[config.mk]
export PLATFORM = sky130hd
export DESIGN_NAME = tmpe_lane
export DESIGN_NICKNAME = d
export VERILOG_FILES = /design/src/rtl/tmpe_pkg.sv /design/src/rtl/tmpe_lane.sv
export SDC_FILE = /design/constraint.sdc
export NUM_CORES = 2
export LEC_CHECK = 0
export ABC_AREA = 1
export BUFFER_PORTS_ARGS = -buffer_cell sky130_fd_sc_hd__buf_2
export CORE_MARGIN = 2
export CORE_UTILIZATION = 50
export DETAILED_ROUTE_END_ITERATION = 16
export GPL_TIMING_DRIVEN = 1
export PLACE_DENSITY = 0.71
export SYNTH_ARGS = -nofsm -noshare
export SYNTH_HDL_FRONTEND = slang
export SYNTH_SLANG_ARGS = --single-unit
[constraint.sdc]
create_clock -name i_clk -period 6.95 [get_ports i_clk]
set_clock_uncertainty 0.05 [all_clocks]
set_input_delay 1.39 -clock i_clk [delete_from_list [all_inputs] [get_ports i_clk]]
set_output_delay 1.39 -clock i_clk [all_outputs]
set_load 0.005 [all_outputs]
[src/rtl/tmpe_pkg.sv]
// ----------------------------------------------------------------------------
// tmpe_pkg
// Shared types and constants of the transfer-matrix polynomial evaluator.
// ----------------------------------------------------------------------------
package tmpe_pkg;

    localparam int COEF_W    = 48;
    localparam int DATA_W    = 32;
    localparam int BREF_W    = 32;
    localparam int ORDER_W   = 3;
    localparam int POW_W     = 3;
    localparam int NUM_POLY  = 4;
    localparam int ADDR_W    = 4 * POW_W;
    localparam int RAM_DEPTH = 1 << ADDR_W;
    localparam int DATA_FRAC = 28;
    localparam int REF_FRAC  = 24;
    localparam int SUM_W     = 5;

    localparam logic [ORDER_W-1:0] ORDER_RESET = 3'd7;
    localparam logic [BREF_W-1:0]  BREF_RESET  = 32'h0100_0000;
    localparam logic [DATA_W-1:0]  MONO_ONE    = 32'h1000_0000;

    // configuration register indexes
    localparam logic CFG_ORDER = 1'b0;
    localparam logic CFG_BREF  = 1'b1;

    // result status codes
    localparam logic [1:0] ST_DONE      = 2'd0;
    localparam logic [1:0] ST_NOT_READY = 2'd1;
    localparam logic [1:0] ST_IGNORED   = 2'd2;

    localparam logic MODE_LOAD = 1'b0;

    localparam int POLY_PHI = 2;

    typedef enum logic [2:0] {
        S_CLEAR,
        S_IDLE,
        S_P0,
        S_P1,
        S_DRAIN,
        S_SCALE,
        S_SWAIT,
        S_OUT
    } t_state;

    typedef enum logic [2:0] {
        STEP_L,
        STEP_K,
        STEP_J,
        STEP_I,
        STEP_END
    } t_step;

    typedef struct packed {
        logic valid;
        logic acc;
        logic ref_scale;
        logic clear;
    } t_lane_ctl;

endpackage

[src/rtl/tmpe_lane.sv]
// ----------------------------------------------------------------------------
// tmpe_lane
// One polynomial lane: coefficient times monomial with rounding and
// saturation, followed by a saturating accumulator.
// ----------------------------------------------------------------------------
module tmpe_lane (
    input  logic                               i_clk,
    input  logic                               i_rst_n,
    input  tmpe_pkg::t_lane_ctl                i_ctl,
    input  logic signed [tmpe_pkg::COEF_W-1:0] i_a,
    input  logic signed [tmpe_pkg::DATA_W:0]   i_b,
    output logic signed [tmpe_pkg::COEF_W-1:0] o_term,
    output logic                               o_term_valid,
    output logic signed [tmpe_pkg::COEF_W-1:0] o_acc
);

    localparam int AW   = tmpe_pkg::COEF_W;
    localparam int BW   = tmpe_pkg::DATA_W;
    localparam int HW   = AW / 2;
    localparam int PW   = HW + BW;
    localparam int FW   = AW + BW;
    localparam logic [FW-1:0] MAG_HI = FW'({1'b0, {(AW-1){1'b1}}});
    localparam logic [FW-1:0] MAG_LO = FW'({1'b1, {(AW-1){1'b0}}});

    // stage A
    logic          r_va, r_acca, r_sha, r_nega;
    logic [AW-1:0] r_ua;
    logic [BW-1:0] r_ub;
    // stage B
    logic          r_vb, r_accb, r_shb, r_negb;
    logic [PW-1:0] r_plo, r_phi;
    // stage C
    logic          r_vc, r_accc;
    logic signed [AW-1:0] r_term;
    // stage D
    logic signed [AW-1:0] r_acc;

    logic [AW:0]   w_ua;
    logic [BW:0]   w_ub;
    logic [FW-1:0] w_prod, w_rnd, w_mag;
    logic signed [AW-1:0] w_term;
    logic signed [AW:0]   w_sum;

    assign w_ua = i_a[AW-1] ? ((AW+1)'(0) - {i_a[AW-1], i_a}) : {1'b0, i_a};
    assign w_ub = i_b[BW]   ? ((BW+1)'(0) - i_b) : i_b;

    always_comb begin
        w_prod = {r_phi, {HW{1'b0}}} + {{(FW-PW){1'b0}}, r_plo};
        if (r_shb) begin
            w_rnd = w_prod + (FW'(1) << (tmpe_pkg::REF_FRAC - 1));
            w_mag = w_rnd >> tmpe_pkg::REF_FRAC;
        end else begin
            w_rnd = w_prod + (FW'(1) << (tmpe_pkg::DATA_FRAC - 1));
            w_mag = w_rnd >> tmpe_pkg::DATA_FRAC;
        end
        if (r_negb) begin
            w_term = (w_mag > MAG_LO) ? {1'b1, {(AW-1){1'b0}}}
                                      : AW'(FW'(0) - w_mag);
        end else begin
            w_term = (w_mag > MAG_HI) ? {1'b0, {(AW-1){1'b1}}} : AW'(w_mag);
        end
    end

    always_comb begin
        w_sum = {r_acc[AW-1], r_acc} + {r_term[AW-1], r_term};
    end

    always_ff @(posedge i_clk) begin
        if (!i_rst_n) begin
            r_va <= 1'b0;
            r_vb <= 1'b0;
            r_vc <= 1'b0;
        end else begin
            r_va <= i_ctl.valid;
            r_vb <= r_va;
            r_vc <= r_vb;
        end
    end

    always_ff @(posedge i_clk) begin
        r_acca <= i_ctl.acc;
        r_sha  <= i_ctl.ref_scale;
        r_nega <= i_a[AW-1] ^ i_b[BW];
        r_ua   <= w_ua[AW-1:0];
        r_ub   <= w_ub[BW-1:0];

        r_accb <= r_acca;
        r_shb  <= r_sha;
        r_negb <= r_nega;
        r_plo  <= PW'(r_ua[HW-1:0] * r_ub);
        r_phi  <= PW'(r_ua[AW-1:HW] * r_ub);

        r_accc <= r_accb;
        r_term <= w_term;

        if (i_ctl.clear) begin
            r_acc <= '0;
        end else if (r_vc && r_accc) begin
            // saturate on overflow of the sign bit
            if (w_sum[AW] != w_sum[AW-1]) begin
                r_acc <= w_sum[AW] ? {1'b1, {(AW-1){1'b0}}} : {1'b0, {(AW-1){1'b1}}};
            end else begin
                r_acc <= w_sum[AW-1:0];
            end
        end
    end

    assign o_term       = r_term;
    assign o_term_valid = r_vc;
    assign o_acc        = r_acc;

endmodule

==> results.md <==
- Routability congestion estimate from global placement: roughly 1
- Htree depth: 2
- Critical Path Source Type: flip-flop
- Number of global-route vias before repair: 65500
- Post-synth top flop: dfxtp_1
- Crit path kind: reg -> reg
- Crit path DAT: 7.25 ns
- Cell repeated most along the worst path: fa_1
- Setup slack after layout: between 0.1 and 0.15 ns
- R2R cell count: 22
- CP max stage delay: 0.60 ns
- Crit. End Element: flip-flop
- CP required: 7.38 ns
- Die Width: ~380 µm
- Crit share post-route: between 90% and 100%
- Core area: between 0.1 and 0.15 mm²
- RSZ-0062 raised after global routing: true
- Total track usage: 30.0%
- Worst rel slew slack: between 10% and 20%
- Clk slew on worst S/H paths: 0.06 ns
- Synth-to-Final Area Change: 11.5%
- Post-synthesis cell count: 9999
- Die ar.: 0.146 mm²
- Die height: ~380 µm
- I/O Pins: approximately 180
- Initial core utilization: 50.4%
- Max Root-Sink Buffers: 3
- Critical Path Fanout Max: 14
- # DRC: 0
- Netlist Area Pre-Place: 0.0714 mm²
- Antenna-violating nets left: 0
- Avg Cell Area, Syn: 7.15 µm²
- Status: finished, final reports clean
- Final Hold Vio Count: 0
- Post-DP HPWL: 181000 µm
- Site row count: 138
- EDFF count, synth: 0
- Final setup fails: 0
- Fmax achieved: 147 MHz
- Initial antenna violation count: 1
- Post-Layout Cell Count: 12200
- Final core utilization: 56.2%
- Total CTS buffers: 38
- CTS tree: yes
- Synth async-reset ratio: 0%
- DR WL/cell: 18.3 µm
- Fin. max-slew vios: 0
- Worst-path cell chain: buf_4, nand2_1, fa_1, fa_1, inv_1, fa_1, fa_1, fa_1, fa_1, inv_1, fa_1, inv_1, ha_1, a21oi_1, inv_1, a31oi_1, o21a_1, o21ai_0, a21oi_1, buf_4, o21ai_0, xor2_1
- Seq/Total Area, Yosys: between 7 and 8%
- Worst skew pair latency: 0.61 ns
- CP max stage cell: dfxtp_2
- Seq cells post-synth: 275
- Drt first pass iters: 8
- Largest net degree at the start of global routing: 56
- Final net count: 12100
- Worst Hold Path Cells: 0
- Total number of yosys warnings: 0
- Max-cap violations: 0
- CTS Root Cell: clkbuf_16
- Dpl ws: -0.0759 ns
- I/O Buffers: 183
- Worst slew pin tran: between 1 and 1.5 ns
- Syn Nets: ~12000
- # placed instances: ~12000
- Fillers: roughly 13000
- Fin crit period: 6.82 ns
- Yosys cell types: 54
- First-pass GRT wire length: 348000 µm
- Via count: 63700
- Gr ovfl total: 0
- Layout cell share with drive strength beyond 1: 10.1%
- Clk sink count: roughly 280
- Total wire length: 223000 µm
- Worst Hold Class: reg -> reg
- Iteration-0 DRC Markers: 4855
- Via density: approximately 5.2
## cell usage after synthesis, drive strengths merged (2+ instances only)
master	number	area share, %
fa	1317	37
xnor2	91	1.1
nand2	2834	15
nand4	91	0.80
a211oi	2	0.021
ha	446	7.8
dfxtp	275	7.7
a21boi	7	0.074
nand3	387	3.0
nor3b	3	0.032
o21ai	222	1.6
nor4	14	0.12
clkinv	13	0.068
nor3	58	0.43
inv	2765	15
a21o	4	0.042
o311ai	3	0.037
buf	74	0.49
a31oi	42	0.38
o31ai	17	0.18
clkbuf	289	1.5
or2	5	0.044
xor2	157	1.9
nand3b	9	0.095
o221ai	4	0.049
nor2	527	3.3
o211ai	10	0.11
o21bai	10	0.11
a21oi	292	2.1
a221oi	3	0.037
o221a	2	0.032
a41oi	3	0.037
o21a	20	0.21
## worst max-delay path: cells and delay by family (launching register included)
kind / cells / cell delay [ns]
AND/OR/NAND/NOR: 1 / 0.11
XOR/XNOR: 1 / 0.25
AO/OA/AOI/OAI: 6 / 1.07
flip-flops: 1 / 0.60
buffers and inverters: 6 / 0.73
adder cells (fa/ha/maj): 8 / 3.91
## path summary, 6_finish.rpt
kind	startpoint	end	slack (ns)
max	r_ua[10]	r_plo[44]	0.13
min	r_sha	r_shb	0.28
max reg2reg	r_ua[10]	r_plo[44]	0.13
min reg2reg	r_sha	r_shb	0.28
## timing repair
action / 4_1_cts / 5_1_grt
buffers inserted: 0 / 41
pin swaps: 0 / 35
resized for setup: 8 / 133
cloned: 0 / 19
hold buffers: 0 / 0
endpoints found under the setup margin: 12 / 38
## state kept, by name, indices dropped and copies added, names as in the netlist
signal        flops
r_phi            56
o_acc            48
o_term           48
r_ua             48
r_plo            33
r_ub             32
o_term_valid      1
r_acca            1
r_accb            1
r_accc            1
r_nega            1
r_negb            1
r_sha             1
r_shb             1
r_va              1
r_vb              1
## routing by layer
layer | routed length [µm] | up-vias | global-route usage [%] | share of wire (%)
li1 | - | 29500 | - | -
met2 | 102000 | 2750 | 49.5 | 46
met3 | 20400 | 534 | 4.89 | 9.2
met1 | 89700 | 31000 | 39.5 | 40
met5 | 13 | - | 0 | 0.0058
met4 | 11300 | 2 | 12.1 | 5.0
## per-stage QoR
| stage | hold WS [ns] | instance area [µm²] | setup TNS, ns |
|---|---|---|---|
| finish | 0.279 | 79700 | 0 |
| global route | 0.291 | 79700 | -0.197 |
| CTS | 0.283 | 78300 | 0 |
| detailed placement | 0.273 | 76900 | -0.312 |
| global placement | 0.267 | 76900 | -0.228 |
| floorplan | 0.260 | 71400 | 0 |
## final cells by class
class / count / area (µm²) / area share, %
Antenna cell: 1 / 2.50 / 0.00314
Clock buffer: 53 / 1140 / 1.43
Sequential cell: 275 / 5640 / 7.08
Multi-Input combinational cell: 6583 / 54500 / 68.4
Inverter: 2778 / 10400 / 13.1
Timing Repair Buffer: 601 / 5450 / 6.84
Clock inverter: 15 / 194 / 0.243
Tap cell: 1890 / 2360 / 2.97
## placed cells by master (no fill, tap or decap), types with 8 or more instances in the layout
master and count:
a21oi_1 277, a21oi_2 15, a31oi_1 39, buf_12 81
buf_2 184, buf_4 306, buf_6 9, clkbuf_16 58
clkbuf_8 11, clkinv_1 13, dfxtp_1 224, dfxtp_2 23
dfxtp_4 28, fa_1 1309, fa_2 8, ha_1 432
ha_4 14, inv_1 2717, inv_2 48, nand2_1 2750
nand2_2 81, nand3_1 343, nand3_2 42, nand3b_1 9
nand4_1 91, nor2_1 438, nor2_2 64, nor2_4 23
nor3_1 54, nor4_1 13, o211ai_1 10, o21a_1 20
o21ai_0 205, o21ai_1 13, o21bai_1 10, o31ai_1 15
xnor2_1 91, xor2_1 157
## kinds of logic (layout without fill, tap and decap cells)
kind of cell,count (synthesis),count (layout),synth area share [%]
and+or+nand+nor,3930,3930,23.0
xor gates and xnor gates,248,248,3.04
AOI/OAI and AO/OA,642,642,4.94
buffers and inverters,3141,3447,16.6
other,0,1,0
adders and majority gates,1763,1763,44.7
DFF,275,275,7.71
Power is not shown: default switching activity piles up to over one toggle a cycle in this logic, so the estimate is an artifact.
